File: src/rtl/elsf_pkg.sv
// ----------------------------------------------------------------------------
// elsf_pkg
// Types and constants shared by the edge line least-squares fit block.
// ----------------------------------------------------------------------------
package elsf_pkg;

  // One image row in, one fit result out.
  typedef struct packed {
    logic [7:0] edge_col;
    logic [7:0] col_below;
    logic [7:0] row_index;
    logic       last_point;
  } row_req_t;

  typedef struct packed {
    logic signed [31:0] slope;
    logic signed [31:0] intercept;
    logic [7:0]         point_count;
    logic               degenerate;
  } fit_req_t;

  // Line modes; code 3 behaves as middle.
  typedef enum logic [1:0] {
    LM_LEFT   = 2'd0,
    LM_RIGHT  = 2'd1,
    LM_MIDDLE = 2'd2
  } line_mode_e;

  // Register map (index = paddr[2]).
  typedef enum logic {
    REG_LINE_MODE = 1'b0,
    REG_LOST_COL  = 1'b1
  } reg_idx_e;

  localparam int          APB_ADDR_W   = 3;
  localparam logic [1:0]  LINE_MODE_RST = 2'd2;
  localparam logic [7:0]  LOST_COL_RST  = 8'd140;

  // Datapath widths, sized for the largest point count (256) and 8-bit columns.
  localparam int MUL_A_W = 34;                 // num/den and the wide sums
  localparam int MUL_B_W = 17;                 // n, sum_x, sum_y
  localparam int PROD_W  = MUL_A_W + MUL_B_W;
  localparam int WIDE_W  = 52;                 // accumulator / dividend
  localparam int DSR_W   = 41;                 // divisor (n*den < 2^40)
  localparam int Q_W     = 32;
  localparam int FRAC_W  = 16;

  localparam logic signed [Q_W-1:0] Q_MAX = 32'sh7FFF_FFFF;
  localparam logic signed [Q_W-1:0] Q_MIN = 32'sh8000_0000;

  // Multiply-accumulate program, run in this order.
  typedef enum logic [2:0] {
    OP_N_SXX  = 3'd0,   // acc  = n*Sxx
    OP_SX_SX  = 3'd1,   // den  = acc - Sx*Sx
    OP_N_SXY  = 3'd2,   // acc  = n*Sxy
    OP_SX_SY  = 3'd3,   // num  = acc - Sx*Sy
    OP_SY_DEN = 3'd4,   // acc  = Sy*den
    OP_SX_NUM = 3'd5,   // icn  = acc - num*Sx
    OP_N_DEN  = 3'd6    // dvs  = n*den
  } mac_op_e;

  typedef struct packed {
    logic mul_en;
    logic acc_en;
    logic load;
  } mac_ctl_t;

  typedef struct packed {
    logic                     start;
    logic signed [WIDE_W-1:0] dividend;
    logic [DSR_W-1:0]         divisor;
  } div_req_t;

  typedef struct packed {
    logic                  done;
    logic signed [Q_W-1:0] value;
  } div_rsp_t;

endpackage

File: src/rtl/elsf_accum.sv
// ----------------------------------------------------------------------------
// elsf_accum
// Picks the x column of a row and keeps count and the running sums.
// ----------------------------------------------------------------------------
module elsf_accum #(
  parameter int MAX_POINTS = 128,
  parameter int COL_BITS   = 8
) (
  input  logic                                clk_i,
  input  logic                                rst_ni,
  input  logic                                add_i,
  input  logic                                clr_i,
  input  elsf_pkg::row_req_t                  row_i,
  input  logic [1:0]                          line_mode_i,
  input  logic [7:0]                          lost_col_i,
  output logic [$clog2(MAX_POINTS+1)-1:0]     count_o,
  output logic [$clog2(MAX_POINTS+1)+7:0]     sum_x_o,
  output logic [$clog2(MAX_POINTS+1)+7:0]     sum_y_o,
  output logic [$clog2(MAX_POINTS+1)+15:0]    sum_xx_o,
  output logic [$clog2(MAX_POINTS+1)+15:0]    sum_xy_o
);

  localparam int CNT_W = $clog2(MAX_POINTS + 1);
  localparam int SX_W  = CNT_W + 8;
  localparam int SXX_W = CNT_W + 16;
  localparam logic [7:0] X_MASK = 8'((1 << COL_BITS) - 1);

  logic [CNT_W-1:0] count_q;
  logic [SX_W-1:0]  sum_x_q, sum_y_q;
  logic [SXX_W-1:0] sum_xx_q, sum_xy_q;
  logic [7:0]       x_sel, x;
  logic [15:0]      xx, xy;
  logic             room;

  always_comb begin
    x_sel = row_i.edge_col;
    case (line_mode_i)
      elsf_pkg::LM_LEFT: begin
        if (row_i.edge_col == 8'd0) x_sel = row_i.col_below;
      end
      elsf_pkg::LM_RIGHT: begin
        if (row_i.edge_col == lost_col_i) x_sel = row_i.col_below;
      end
      default: x_sel = row_i.edge_col;
    endcase
  end

  assign x    = x_sel & X_MASK;
  assign xx   = 16'(x) * 16'(x);
  assign xy   = 16'(x) * 16'(row_i.row_index);
  assign room = (count_q < CNT_W'(MAX_POINTS));

  always_ff @(posedge clk_i or negedge rst_ni) begin
    if (!rst_ni) begin
      count_q  <= '0;
      sum_x_q  <= '0;
      sum_y_q  <= '0;
      sum_xx_q <= '0;
      sum_xy_q <= '0;
    end else if (clr_i) begin
      count_q  <= '0;
      sum_x_q  <= '0;
      sum_y_q  <= '0;
      sum_xx_q <= '0;
      sum_xy_q <= '0;
    end else if (add_i && room) begin
      count_q  <= count_q + CNT_W'(1);
      sum_x_q  <= sum_x_q + SX_W'(x);
      sum_y_q  <= sum_y_q + SX_W'(row_i.row_index);
      sum_xx_q <= sum_xx_q + SXX_W'(xx);
      sum_xy_q <= sum_xy_q + SXX_W'(xy);
    end
  end

  assign count_o  = count_q;
  assign sum_x_o  = sum_x_q;
  assign sum_y_o  = sum_y_q;
  assign sum_xx_o = sum_xx_q;
  assign sum_xy_o = sum_xy_q;

endmodule

File: src/rtl/elsf_mac.sv
// ----------------------------------------------------------------------------
// elsf_mac
// Shared multiplier with a registered product and a load/subtract accumulator.
// ----------------------------------------------------------------------------
module elsf_mac (
  input  logic                                   clk_i,
  input  logic                                   rst_ni,
  input  elsf_pkg::mac_ctl_t                     ctl_i,
  input  logic signed [elsf_pkg::MUL_A_W-1:0]    a_i,
  input  logic signed [elsf_pkg::MUL_B_W-1:0]    b_i,
  output logic signed [elsf_pkg::WIDE_W-1:0]     res_o
);

  logic signed [elsf_pkg::PROD_W-1:0] prod_q;
  logic signed [elsf_pkg::WIDE_W-1:0] acc_q;
  logic signed [elsf_pkg::WIDE_W-1:0] prod_ext;

  assign prod_ext = elsf_pkg::WIDE_W'(prod_q);
  assign res_o    = ctl_i.load ? prod_ext : acc_q - prod_ext;

  always_ff @(posedge clk_i or negedge rst_ni) begin
    if (!rst_ni) begin
      prod_q <= '0;
      acc_q  <= '0;
    end else begin
      if (ctl_i.mul_en) prod_q <= a_i * b_i;
      if (ctl_i.acc_en) acc_q  <= res_o;
    end
  end

endmodule

File: src/rtl/elsf_div.sv
// ----------------------------------------------------------------------------
// elsf_div
// Radix-2 restoring divider: signed dividend by positive divisor, Q16.16
// quotient rounded toward zero and clamped to 32 bits.
// ----------------------------------------------------------------------------
module elsf_div (
  input  logic               clk_i,
  input  logic               rst_ni,
  input  elsf_pkg::div_req_t req_i,
  output elsf_pkg::div_rsp_t rsp_o
);

  localparam int HI_W  = elsf_pkg::WIDE_W - elsf_pkg::FRAC_W;
  localparam int CMP_W = HI_W + elsf_pkg::DSR_W;
  localparam int STP_W = $clog2(elsf_pkg::Q_W);

  typedef enum logic [3:0] {
    DV_IDLE  = 4'b0001,
    DV_CHECK = 4'b0010,
    DV_STEP  = 4'b0100,
    DV_DONE  = 4'b1000
  } dv_state_e;

  dv_state_e                         state_q, state_d;
  logic [STP_W-1:0]                  step_q;
  logic                              neg_q, ovf_q, done_q;
  logic [HI_W-1:0]                   hi_q;
  logic [elsf_pkg::Q_W-1:0]          lo_q, quo_q;
  logic [elsf_pkg::DSR_W-1:0]        rem_q, dvs_q;
  logic signed [elsf_pkg::Q_W-1:0]   value_q, sat;
  logic [elsf_pkg::WIDE_W-1:0]       mag;
  logic [elsf_pkg::DSR_W:0]          sh, diff;
  logic                              ge, hi_ovf;

  assign mag    = req_i.dividend[elsf_pkg::WIDE_W-1] ? $unsigned(-req_i.dividend)
                                                     : $unsigned(req_i.dividend);
  assign hi_ovf = CMP_W'(hi_q) >= CMP_W'(dvs_q);
  assign sh     = {rem_q, lo_q[elsf_pkg::Q_W-1]};
  assign diff   = sh - {1'b0, dvs_q};
  assign ge     = (sh >= {1'b0, dvs_q});

  always_comb begin
    if (neg_q) begin
      if (ovf_q || quo_q > $unsigned(elsf_pkg::Q_MIN)) sat = elsf_pkg::Q_MIN;
      else                                              sat = -$signed(quo_q);
    end else begin
      if (ovf_q || quo_q[elsf_pkg::Q_W-1]) sat = elsf_pkg::Q_MAX;
      else                                 sat = $signed(quo_q);
    end
  end

  always_comb begin
    state_d = state_q;
    case (state_q)
      DV_IDLE:  if (req_i.start) state_d = DV_CHECK;
      DV_CHECK: state_d = hi_ovf ? DV_DONE : DV_STEP;
      DV_STEP:  if (step_q == STP_W'(elsf_pkg::Q_W - 1)) state_d = DV_DONE;
      DV_DONE:  state_d = DV_IDLE;
      default:  state_d = DV_IDLE;
    endcase
  end

  always_ff @(posedge clk_i or negedge rst_ni) begin
    if (!rst_ni) begin
      state_q <= DV_IDLE;
      step_q  <= '0;
      done_q  <= 1'b0;
    end else begin
      state_q <= state_d;
      done_q  <= (state_q == DV_DONE);
      if (state_q == DV_STEP) step_q <= step_q + STP_W'(1);
      else                    step_q <= '0;
    end
  end

  always_ff @(posedge clk_i) begin
    case (state_q)
      DV_IDLE: begin
        if (req_i.start) begin
          neg_q <= req_i.dividend[elsf_pkg::WIDE_W-1];
          hi_q  <= mag[elsf_pkg::WIDE_W-1:elsf_pkg::FRAC_W];
          lo_q  <= {mag[elsf_pkg::FRAC_W-1:0], {(elsf_pkg::Q_W-elsf_pkg::FRAC_W){1'b0}}};
          dvs_q <= req_i.divisor;
          ovf_q <= 1'b0;
        end
      end
      DV_CHECK: begin
        ovf_q <= hi_ovf;
        rem_q <= elsf_pkg::DSR_W'(hi_q);
        quo_q <= '0;
      end
      DV_STEP: begin
        rem_q <= ge ? elsf_pkg::DSR_W'(diff) : elsf_pkg::DSR_W'(sh);
        quo_q <= {quo_q[elsf_pkg::Q_W-2:0], ge};
        lo_q  <= {lo_q[elsf_pkg::Q_W-2:0], 1'b0};
      end
      DV_DONE: value_q <= sat;
      default: ;
    endcase
  end

  assign rsp_o.done  = done_q;
  assign rsp_o.value = value_q;

endmodule

File: src/rtl/edge_line_least_squares_fit_top.sv
// ----------------------------------------------------------------------------
// edge_line_least_squares_fit_top
// Least-squares line fit over edge rows, slope and intercept in Q16.16.
//
// Throughput: a row without the last flag is taken every cycle while idle. A
//   last row holds row_stall_o high until its fit enters the output register.
// Sequence: a last row starts the seven multiply/accumulate steps, then the
//   two divisions run on the shared one-bit-per-cycle divider, then the output
//   register is loaded. A quotient whose high part is not below the divisor
//   skips the bit steps and clamps; zero x spread skips the slope division.
// Reset: rst_ni clears sums, sequencer and output valid; line_mode = 2,
//   lost_right_col = 140. No clearing pass is needed.
// ----------------------------------------------------------------------------
module edge_line_least_squares_fit_top #(
  parameter int MAX_POINTS = 128,
  parameter int COL_BITS   = 8
) (
  input  logic                              clk_i,
  input  logic                              rst_ni,
  // configuration port
  input  logic                              psel,
  input  logic                              penable,
  input  logic                              pwrite,
  input  logic [elsf_pkg::APB_ADDR_W-1:0]   paddr,
  input  logic [31:0]                       pwdata,
  output logic [31:0]                       prdata,
  output logic                              pready,
  // row requests in
  input  logic                              row_valid_i,
  output logic                              row_stall_o,
  input  elsf_pkg::row_req_t                row_req_i,
  // fit requests out
  output logic                              fit_valid_o,
  input  logic                              fit_stall_i,
  output elsf_pkg::fit_req_t                fit_req_o
);

  localparam int CNT_W = $clog2(MAX_POINTS + 1);
  localparam int SX_W  = CNT_W + 8;
  localparam int SXX_W = CNT_W + 16;

  // Sequencer: seven MUL/ADD pairs, then the slope division (skipped for zero x spread) and the intercept division.
  typedef enum logic [5:0] {
    S_IDLE = 6'b000001,
    S_MUL  = 6'b000010,
    S_ADD  = 6'b000100,
    S_DIV  = 6'b001000,
    S_WAIT = 6'b010000,
    S_OUT  = 6'b100000
  } seq_state_e;

  typedef enum logic {
    DS_SLOPE = 1'b0,
    DS_ICEPT = 1'b1
  } div_sel_e;

  // --------------------------------------------------------------------------
  // Configuration registers
  // --------------------------------------------------------------------------
  logic [1:0] line_mode_q;
  logic [7:0] lost_col_q;
  logic       cfg_wr;

  assign pready = 1'b1;
  assign cfg_wr = psel && penable && pwrite;

  always_ff @(posedge clk_i or negedge rst_ni) begin
    if (!rst_ni) begin
      line_mode_q <= elsf_pkg::LINE_MODE_RST;
      lost_col_q  <= elsf_pkg::LOST_COL_RST;
    end else if (cfg_wr) begin
      case (elsf_pkg::reg_idx_e'(paddr[2]))
        elsf_pkg::REG_LINE_MODE: line_mode_q <= pwdata[1:0];
        elsf_pkg::REG_LOST_COL:  lost_col_q  <= pwdata[7:0];
        default: ;
      endcase
    end
  end

  always_comb begin
    case (elsf_pkg::reg_idx_e'(paddr[2]))
      elsf_pkg::REG_LINE_MODE: prdata = {30'd0, line_mode_q};
      elsf_pkg::REG_LOST_COL:  prdata = {24'd0, lost_col_q};
      default:                 prdata = '0;
    endcase
  end

  // --------------------------------------------------------------------------
  // Handshakes
  // --------------------------------------------------------------------------
  seq_state_e          state_q, state_d;
  elsf_pkg::mac_op_e   op_q;
  div_sel_e            div_sel_q;
  logic                degen_q;
  logic                fit_valid_q;
  elsf_pkg::fit_req_t  fit_q;
  logic                row_accept, fit_free, last_op, emit;

  // Rows are taken only while the sequencer idles; a waiting result does
  // not block accumulation of the next range.
  assign row_stall_o = (state_q != S_IDLE);
  assign row_accept  = row_valid_i && !row_stall_o;
  assign fit_free    = !fit_valid_q || !fit_stall_i;
  assign last_op     = (op_q == elsf_pkg::OP_N_DEN);
  assign emit        = (state_q == S_OUT) && fit_free;

  // --------------------------------------------------------------------------
  // Row accumulation
  // --------------------------------------------------------------------------
  logic [CNT_W-1:0] count;
  logic [SX_W-1:0]  sum_x, sum_y;
  logic [SXX_W-1:0] sum_xx, sum_xy;

  elsf_accum #(
    .MAX_POINTS (MAX_POINTS),
    .COL_BITS   (COL_BITS)
  ) u_accum (
    .clk_i       (clk_i),
    .rst_ni      (rst_ni),
    .add_i       (row_accept),
    .clr_i       (emit),
    .row_i       (row_req_i),
    .line_mode_i (line_mode_q),
    .lost_col_i  (lost_col_q),
    .count_o     (count),
    .sum_x_o     (sum_x),
    .sum_y_o     (sum_y),
    .sum_xx_o    (sum_xx),
    .sum_xy_o    (sum_xy)
  );

  // --------------------------------------------------------------------------
  // Shared multiply-accumulate
  // --------------------------------------------------------------------------
  logic signed [elsf_pkg::MUL_A_W-1:0] den_q, num_q, mac_a;
  logic signed [elsf_pkg::MUL_B_W-1:0] mac_b;
  logic signed [elsf_pkg::WIDE_W-1:0]  mac_res, icn_q;
  logic [elsf_pkg::DSR_W-1:0]          dvs_q;
  elsf_pkg::mac_ctl_t                  mac_ctl;

  logic signed [elsf_pkg::MUL_A_W-1:0] sx_a, sxx_a, sxy_a;
  logic signed [elsf_pkg::MUL_B_W-1:0] n_b, sx_b, sy_b;

  assign sx_a  = $signed(elsf_pkg::MUL_A_W'(sum_x));
  assign sxx_a = $signed(elsf_pkg::MUL_A_W'(sum_xx));
  assign sxy_a = $signed(elsf_pkg::MUL_A_W'(sum_xy));
  assign n_b   = $signed(elsf_pkg::MUL_B_W'(count));
  assign sx_b  = $signed(elsf_pkg::MUL_B_W'(sum_x));
  assign sy_b  = $signed(elsf_pkg::MUL_B_W'(sum_y));

  always_comb begin
    case (op_q)
      elsf_pkg::OP_N_SXX:  begin mac_a = sxx_a; mac_b = n_b;  end
      elsf_pkg::OP_SX_SX:  begin mac_a = sx_a;  mac_b = sx_b; end
      elsf_pkg::OP_N_SXY:  begin mac_a = sxy_a; mac_b = n_b;  end
      elsf_pkg::OP_SX_SY:  begin mac_a = sx_a;  mac_b = sy_b; end
      elsf_pkg::OP_SY_DEN: begin mac_a = den_q; mac_b = sy_b; end
      elsf_pkg::OP_SX_NUM: begin mac_a = num_q; mac_b = sx_b; end
      elsf_pkg::OP_N_DEN:  begin mac_a = den_q; mac_b = n_b;  end
      default:             begin mac_a = '0;    mac_b = '0;   end
    endcase
  end

  // Even steps start a new term, odd steps subtract the product.
  assign mac_ctl.mul_en = (state_q == S_MUL);
  assign mac_ctl.acc_en = (state_q == S_ADD);
  assign mac_ctl.load   = (op_q == elsf_pkg::OP_N_SXX) || (op_q == elsf_pkg::OP_N_SXY) ||
                          (op_q == elsf_pkg::OP_SY_DEN) || (op_q == elsf_pkg::OP_N_DEN);

  elsf_mac u_mac (
    .clk_i  (clk_i),
    .rst_ni (rst_ni),
    .ctl_i  (mac_ctl),
    .a_i    (mac_a),
    .b_i    (mac_b),
    .res_o  (mac_res)
  );

  // --------------------------------------------------------------------------
  // Shared divider
  // --------------------------------------------------------------------------
  elsf_pkg::div_req_t div_req;
  elsf_pkg::div_rsp_t div_rsp;

  // Slope = num/den. Intercept = (Sy*den - num*Sx)/(n*den), or Sy/n when
  // the x spread is zero.
  always_comb begin
    div_req.start = (state_q == S_DIV);
    if (div_sel_q == DS_SLOPE) begin
      div_req.dividend = elsf_pkg::WIDE_W'(num_q);
      div_req.divisor  = elsf_pkg::DSR_W'($unsigned(den_q));
    end else if (degen_q) begin
      div_req.dividend = $signed(elsf_pkg::WIDE_W'(sum_y));
      div_req.divisor  = elsf_pkg::DSR_W'(count);
    end else begin
      div_req.dividend = icn_q;
      div_req.divisor  = dvs_q;
    end
  end

  elsf_div u_div (
    .clk_i  (clk_i),
    .rst_ni (rst_ni),
    .req_i  (div_req),
    .rsp_o  (div_rsp)
  );

  // --------------------------------------------------------------------------
  // Sequencer
  // --------------------------------------------------------------------------
  always_comb begin
    state_d = state_q;
    case (state_q)
      S_IDLE: if (row_accept && row_req_i.last_point) state_d = S_MUL;
      S_MUL:  state_d = S_ADD;
      S_ADD:  state_d = last_op ? S_DIV : S_MUL;
      S_DIV:  state_d = S_WAIT;
      S_WAIT: begin
        if (div_rsp.done) state_d = (div_sel_q == DS_SLOPE) ? S_DIV : S_OUT;
      end
      S_OUT:  if (fit_free) state_d = S_IDLE;
      default: state_d = S_IDLE;
    endcase
  end

  always_ff @(posedge clk_i or negedge rst_ni) begin
    if (!rst_ni) begin
      state_q     <= S_IDLE;
      op_q        <= elsf_pkg::OP_N_SXX;
      div_sel_q   <= DS_SLOPE;
      degen_q     <= 1'b0;
      fit_valid_q <= 1'b0;
    end else begin
      state_q <= state_d;

      if (state_q == S_IDLE) begin
        op_q <= elsf_pkg::OP_N_SXX;
      end else if (state_q == S_ADD && !last_op) begin
        op_q <= elsf_pkg::mac_op_e'(op_q + 3'd1);
      end

      // zero spread: skip the slope division
      if (state_q == S_ADD && last_op) begin
        degen_q   <= (den_q == '0);
        div_sel_q <= (den_q == '0) ? DS_ICEPT : DS_SLOPE;
      end else if (state_q == S_WAIT && div_rsp.done) begin
        div_sel_q <= DS_ICEPT;
      end

      if (emit)            fit_valid_q <= 1'b1;
      else if (!fit_stall_i) fit_valid_q <= 1'b0;
    end
  end

  // --------------------------------------------------------------------------
  // Datapath registers
  // --------------------------------------------------------------------------
  logic signed [elsf_pkg::Q_W-1:0] slope_q, icept_q;

  always_ff @(posedge clk_i) begin
    if (state_q == S_ADD) begin
      case (op_q)
        elsf_pkg::OP_SX_SX:  den_q <= elsf_pkg::MUL_A_W'(mac_res);
        elsf_pkg::OP_SX_SY:  num_q <= elsf_pkg::MUL_A_W'(mac_res);
        elsf_pkg::OP_SX_NUM: icn_q <= mac_res;
        elsf_pkg::OP_N_DEN:  dvs_q <= $unsigned(elsf_pkg::DSR_W'(mac_res));
        default: ;
      endcase
      if (last_op && den_q == '0) slope_q <= '0;
    end

    if (state_q == S_WAIT && div_rsp.done) begin
      if (div_sel_q == DS_SLOPE) slope_q <= div_rsp.value;
      else                       icept_q <= div_rsp.value;
    end

    if (emit) begin
      fit_q.slope       <= slope_q;
      fit_q.intercept   <= icept_q;
      fit_q.point_count <= 8'(count);
      fit_q.degenerate  <= degen_q;
    end
  end

  assign fit_valid_o = fit_valid_q;
  assign fit_req_o   = fit_q;

endmodule

File: config.mk
export PLATFORM = sky130hd
export DESIGN_NAME = edge_line_least_squares_fit_top
export DESIGN_NICKNAME = d
export VERILOG_FILES = /design/src/rtl/elsf_pkg.sv /design/src/rtl/elsf_accum.sv /design/src/rtl/elsf_mac.sv /design/src/rtl/elsf_div.sv /design/src/rtl/edge_line_least_squares_fit_top.sv
export SDC_FILE = /design/constraint.sdc
export NUM_CORES = 2
export LEC_CHECK = 0
export ABC_AREA = 1
export BUFFER_PORTS_ARGS = -buffer_cell sky130_fd_sc_hd__buf_4
export CAP_MARGIN = 10
export CORE_MARGIN = 2
export CORE_UTILIZATION = 65
export CTS_CLUSTER_DIAMETER = 100
export DETAILED_ROUTE_END_ITERATION = 16
export GPL_ROUTABILITY_DRIVEN = 1
export GPL_TIMING_DRIVEN = 0
export PLACE_DENSITY = 0.95
export SLEW_MARGIN = 20
export SYNTH_ARGS = -nofsm -noshare
export SYNTH_HDL_FRONTEND = slang
export SYNTH_SLANG_ARGS = --single-unit
File: constraint.sdc
create_clock -name clk_i -period 19.6 [get_ports clk_i]
set_input_delay 3.92 -clock clk_i [delete_from_list [all_inputs] [get_ports clk_i]]
set_output_delay 3.92 -clock clk_i [all_outputs]
set_load 0.01 [all_outputs]
After elaboration in Yosys (flattened, before gate mapping). Cells that the tools add are included.

Add/sub/neg operators: 11. Multiply operators: 3. Magnitude comparators: 4. Equal/unequal tests: 26. Multiplexer cells: 52. Bitwise gates (word level): 2. Reduce and logical (&&, ||, !) cells: 48.

Operators with widths (number): $mux W32 (8); $pmux W32 S2 (3); $mux W93 (2); $pmux W34 S5 (1); $mux W24 (4); $pmux W41 S2 (1); $mux W16 (4); $mux W52 (1); $neg A52 Y52 (1); $sub A52 B51 Y52 (1); $mul A34 B17 Y51 (1); $mux W51 (1); $add A24 B16 Y24 (2); $pmux W16 S3 (1); $ge A42 B41 Y1 (1); $ge A36 B41 Y1 (1); $mux W41 (1); $sub A41 B41 Y41 (1); $pmux W6 S6 (1); $logic_not A34 Y1 (1); $add A16 B8 Y16 (2); $gt A32 B32 Y1 const B (1); $mul A8 B8 Y16 (2); $mux W8 (4); other kinds (44) (100).

Bits in registers: 737. Bits of input ports: 67. Output and inout port bits: 108. Word-level logic and storage cells: 183.

Depth between registers and ports, before layout.
Depth in word-level cells: 7. Mapped depth: 37. Gate-level depth less buffers: 35.

Hierarchy. A second synthesis with hierarchy kept.

Cells, all modules: 8796. Area total of the unflattened synthesis: 68253.0 sq um.

By module, submodules not included: elsf_mac (instances 1, cells an instance 4288, area each 30001.3 sq um, seq. area each 2577.5 sq um); elsf_div (instances 1, cells an instance 1993, area each 15070.7 sq um, seq. area each 6257.3 sq um); edge_line_least_squares_fit_top (instances 1, cells an instance 1201, area each 13260.2 sq um, seq. area each 9185.1 sq um); elsf_accum (instances 1, cells an instance 1314, area each 9920.8 sq um, seq. area each 2202.1 sq um).

Worst setup path before layout. No wires, ideal clock.

Path type: input-to-reg. Start: input row_req_i[17] in the netlist's numbering. End: register u_accum.sum_xx_q[17] (netlist: u_accum.sum_xx_o[17]). Setup time: 123 ps. Data arrival time: 8599 ps. Required time: 19477 ps. Setup slack: 10878 ps. Stages: 25. Buffers on the path: 1. Cell sequence: inv_1 > or2_2 > nand4_1 > nor3_1 > nand3_1 > nand2_4 > nand2_1 > o21ai_2 > buf_2 > nand2_1 > fa_1 > inv_1 > fa_1 > fa_1 > fa_1 > ha_1 > inv_1 > o21bai_1 > a21oi_1 > o21ai_0 > nand4_1 > nand2_1 > a21oi_1 > o21ai_0 > nand2_1.

Word-level cells in the longest chain between the ends: 7. Elaborated cells between the ends (all ways): 9. Those cells by class: add/sub (1); mul (1); eq/ne (1); mux (5); reduce/logical (1).

RTL lines: from (decl) (RTL line edge_line_least_squares_fit_top.sv:31) `input elsf_pkg::row_req_t row_req_i,`; $eq A8 B8 Y1 or $logic_not A8 Y1 (tied branches) (RTL line elsf_accum.sv:42, elsf_accum.sv:39); $mux W8 (on tied branches) (RTL line elsf_accum.sv:42, elsf_accum.sv:39); $pmux W8 S2 (*) (RTL line elsf_accum.sv:37) `case (line_mode_i)`; $mul A8 B8 Y16 (*) (RTL line elsf_accum.sv:49) `assign xx = 16'(x) * 16'(x);`; $add A24 B16 Y24 (*) (RTL line elsf_accum.sv:70) `sum_xx_q <= sum_xx_q + SXX_W'(xx);`; $mux W24 (*) (RTL line elsf_accum.sv:66) `end else if (add_i && room) begin`; $mux W24 (*) (RTL line elsf_accum.sv:60) `end else if (clr_i) begin`; to (signal assigned) (RTL line elsf_accum.sv:70); to (decl) (RTL line elsf_accum.sv:30) `logic [SXX_W-1:0] sum_xx_q, sum_xy_q;`.

Every way passes the cells marked *; elsewhere a longest branch is shown, timed or not. The select of a mux whose other input is x is not followed. A chain may end at the register's enable or synchronous reset.

Worst setup path after layout.
Start: input row_req_i[17] in the netlist's numbering. End: register u_accum.sum_xx_q[14] (netlist: u_accum.sum_xx_o[14]).

Same word-level chain as after synthesis.

==> reports/results.ini <==
[clock_network]
insertion_delay_ns=0.69
clock_sinks=721
cts_buffers=75
clockRootBuffer=clkbuf_16
cts_buffer_depth=3
h-tree-depth=3
cts_hold_buf=0
cts_resized=0
cts_tree=done
postCtsSetupBuffers=0
path_clk_slew_ns=0.07

[finish]
drive_above_1_share=0.0623
multi_input_area_um2=38000
layout_common_cells=nand2_1 (1,984), inv_1 (1,708), nor2_1 (794)
seq_area_um2=20200
fill_cells=7299
syn2layout_area_growth_pct=8.71
final_common_cell=nand2_1
final_nets=9508
design_area_um2=71400

[grt]
grt_overflow=0
grt_pass1_vias=60300
antenna_found_initial=4
grt_pass1_wl_um=337000
grt_use_total=0.431
grt_max_degree=92

[sta]
fmax_mhz=104
fin_setup_tns_ns=0
period_minus_slack_ns=9.61
final.period_utilization=0.490
slew_headroom=0.0515
hold_viol=0
grt_setup_unrepaired=no
setup_violations=0
finClkSkew_ns=0.0509
drv_slew=0
worst_slew_pin_slew_ns=1.41

[routing]
drt_wl_total_um=221000
wl_per_cell_um=22.5
top_layer_used=met5
ant_nets=0
viasPerCell=6.08
met3WireLength_um=28500
dr_total_vias=59800
remaining_drc_errors=0
drt_iter0_drc=8070
wl_met1_um=73700
wl_met2_um=99200
drt_first_pass_iters=6

[logic_synthesis]
synthTopCellsByArea=edfxtp_1 (21%), fa_1 (19%), nand2_1 (11%)
yosys.area.top_type=edfxtp_1
synth_edf_count=466
synth_cells=8231
synth_seq_cells=721
ys_seq_area_frac=0.308
syn-cell-area_um2=65700
async_flop_share=0.309
synth.avg_cell_area_um2=7.98
yosys_warnings=0
yosys.cell_types.count=67
synth_top_area_frac=0.213
ys.flop_type=edfxtp_1

[power_and_ir_drop]
p_sw_w=0.00483
power_frac_clock=0.162
power_frac_comb=0.627
pwr-share-seq=0.211
p_int_w=0.00452
p_leak_nw=35.0
irDropWorstVdd_mv=0.136
cellPowerDensity_nw_per_um2=131
power.share.switching=0.517
p_total_w=0.00935

[die]
io_pins=175
die_area_um2=104000
coreArea_um2=100000
die_h_um=322
start_util=0.656
rows=116
fp.dieW_um=322

[place]
hpwl_um=175000
gp_congestion=1.06
dpl-instance-area_um2=68800
placement.io_buffers=123

[setup_path]
cp_top_family=adder cells
cp-start-kind=input pin
cp_data_required_time_ns=20.17
cp_max_fo=10
worst_setup_path_end_kind=flop
worst-path-buf-inv=5
worstSetupPathType=in -> reg
max_stage_delay_ns=0.56
worstPathArrival_ns=10.18
path_common_cell=fa_1
slowest_stage=fa_1

[job]
cap_violations=0

[run_status]
outcome=finished, final reports clean

[worst_hold_path]
hold_class=reg -> reg

stage by stage:
step,hold WS (ns),worst slack (ns),instances,utilization
6_report,0.418,9.99,9839,0.713
2_1_floorplan,0.400,10.88,8254,-
3_3_place_gp,0.402,9.63,9675,0.682
3_5_place_dp,0.405,9.43,9694,0.687
4_1_cts,0.417,9.96,9834,0.713
5_1_grt,0.427,9.75,9835,0.713
cell usage after synthesis (10+ instances only):
library cell  instances
nand2_1            1985
inv_1              1709
nor2_1              798
fa_1                610
edfxtp_1            466
o21ai_0             391
nand3_1             364
ha_1                357
a21oi_1             284
dfrtp_1             217
clkbuf_1            127
nand4_1              88
xor2_1               84
nor3_1               76
o22ai_1              68
buf_2                65
xnor2_1              54
o21ai_1              49
and2_1               32
buf_4                32
dfxtp_1              32
o21bai_1             31
nor2_2               28
o221ai_1             28
o21a_1               23
a21o_1               16
inv_2                15
nand3b_1             14
nor4_1               14
a21boi_0             13
nand2_2              13
o211ai_1             11
or2_2                10
routing by layer:
metal  global-route usage  vias up
met4                0.315        4
met1                0.507    28100
met2                0.680     4410
met5                    0        -
met3                0.118     1180
li1                     -    26100
registers in the layout, indices dropped and copies added (netlist names), 5 cells and up:
name              cells
u_div.rem_q          41
icn_q                52
u_div.quo_q          32
u_mac.prod_q         51
den_q                34
u_accum.sum_x_o      16
u_div.value_q        32
u_accum.sum_y_o      16
dvs_q                41
u_div.lo_q           16
lost_col_q            8
icept_q              32
num_q                34
u_div.dvs_q          41
u_accum.count_o       8
state_q               6
u_accum.sum_xy_o     24
fit_req_o            73
u_mac.acc_q          52
u_accum.sum_xx_o     24
u_div.hi_q           36
slope_q              32
u_div.step_q          5
power by group through the flow:
stage | Clock [W] | Combinational, W | Sequential (W)
4_1_cts | 0.00150 | 0.00560 | 0.00197
3_5_place_dp | 0 | 0.00554 | 0.00199
3_3_place_gp | 0 | 0.00536 | 0.00199
6_report | 0.00151 | 0.00586 | 0.00198
5_1_grt | 0.00156 | 0.00634 | 0.00198
2_1_floorplan | 0 | 0.00383 | 0.00195
final cells by class:
class | instances | share of cell area
plain buffers | 244 | 0.0170
clock buffers | 100 | 0.0290
clock inverters | 40 | 0.00739
multi-input cells | 5562 | 0.533
well taps | 1298 | 0.0227
repair buffers | 143 | 0.0173
inverters | 1727 | 0.0908
flip-flops and latches | 721 | 0.283
diodes | 4 | 0.000140
path summary, 6_finish.rpt:
| kind | start | endpoint | slack, ns | cells past startpoint |
|---|---|---|---|---|
| setup / recovery | row_req_i[17] | u_accum.sum_xx_o[14]$_DFFE_PN0P_ | 9.99 | 26 |
| hold reg to reg | icept_q[15]$_DFFE_PP_ | fit_req_o[24]$_DFFE_PP_ | 0.42 | 0 |
| max in group asynchronous | rst_ni | u_mac.acc_q[42]$_DFFE_PN0N_ | 15.48 | 2 |
| min in group asynchronous | rst_ni | u_accum.sum_x_o[12]$_DFFE_PN0P_ | 3.22 | 1 |
| setup reg to reg | op_q[1]$_DFFE_PN0N_ | u_mac.prod_q[42]$_DFFE_PN0P_ | 10.62 | 29 |
| hold / removal | icept_q[15]$_DFFE_PP_ | fit_req_o[24]$_DFFE_PP_ | 0.42 | 0 |
logic make-up (layout without fill, tap and decap cells):
| logic type | count (synthesis) | after routing | synth area share |
|---|---|---|---|
| fa+ha+maj | 967 | 967 | 0.254 |
| compound gates | 963 | 963 | 0.0838 |
| buf+inv | 1971 | 2254 | 0.117 |
| other cells | 2 | 29 | 0.000114 |
| mux | 6 | 6 | 0.00103 |
| flops | 721 | 721 | 0.308 |
| simple gates | 3463 | 3463 | 0.218 |
| xor+xnor | 138 | 138 | 0.0184 |
Note: power is estimated with default switching activity, not from simulation.
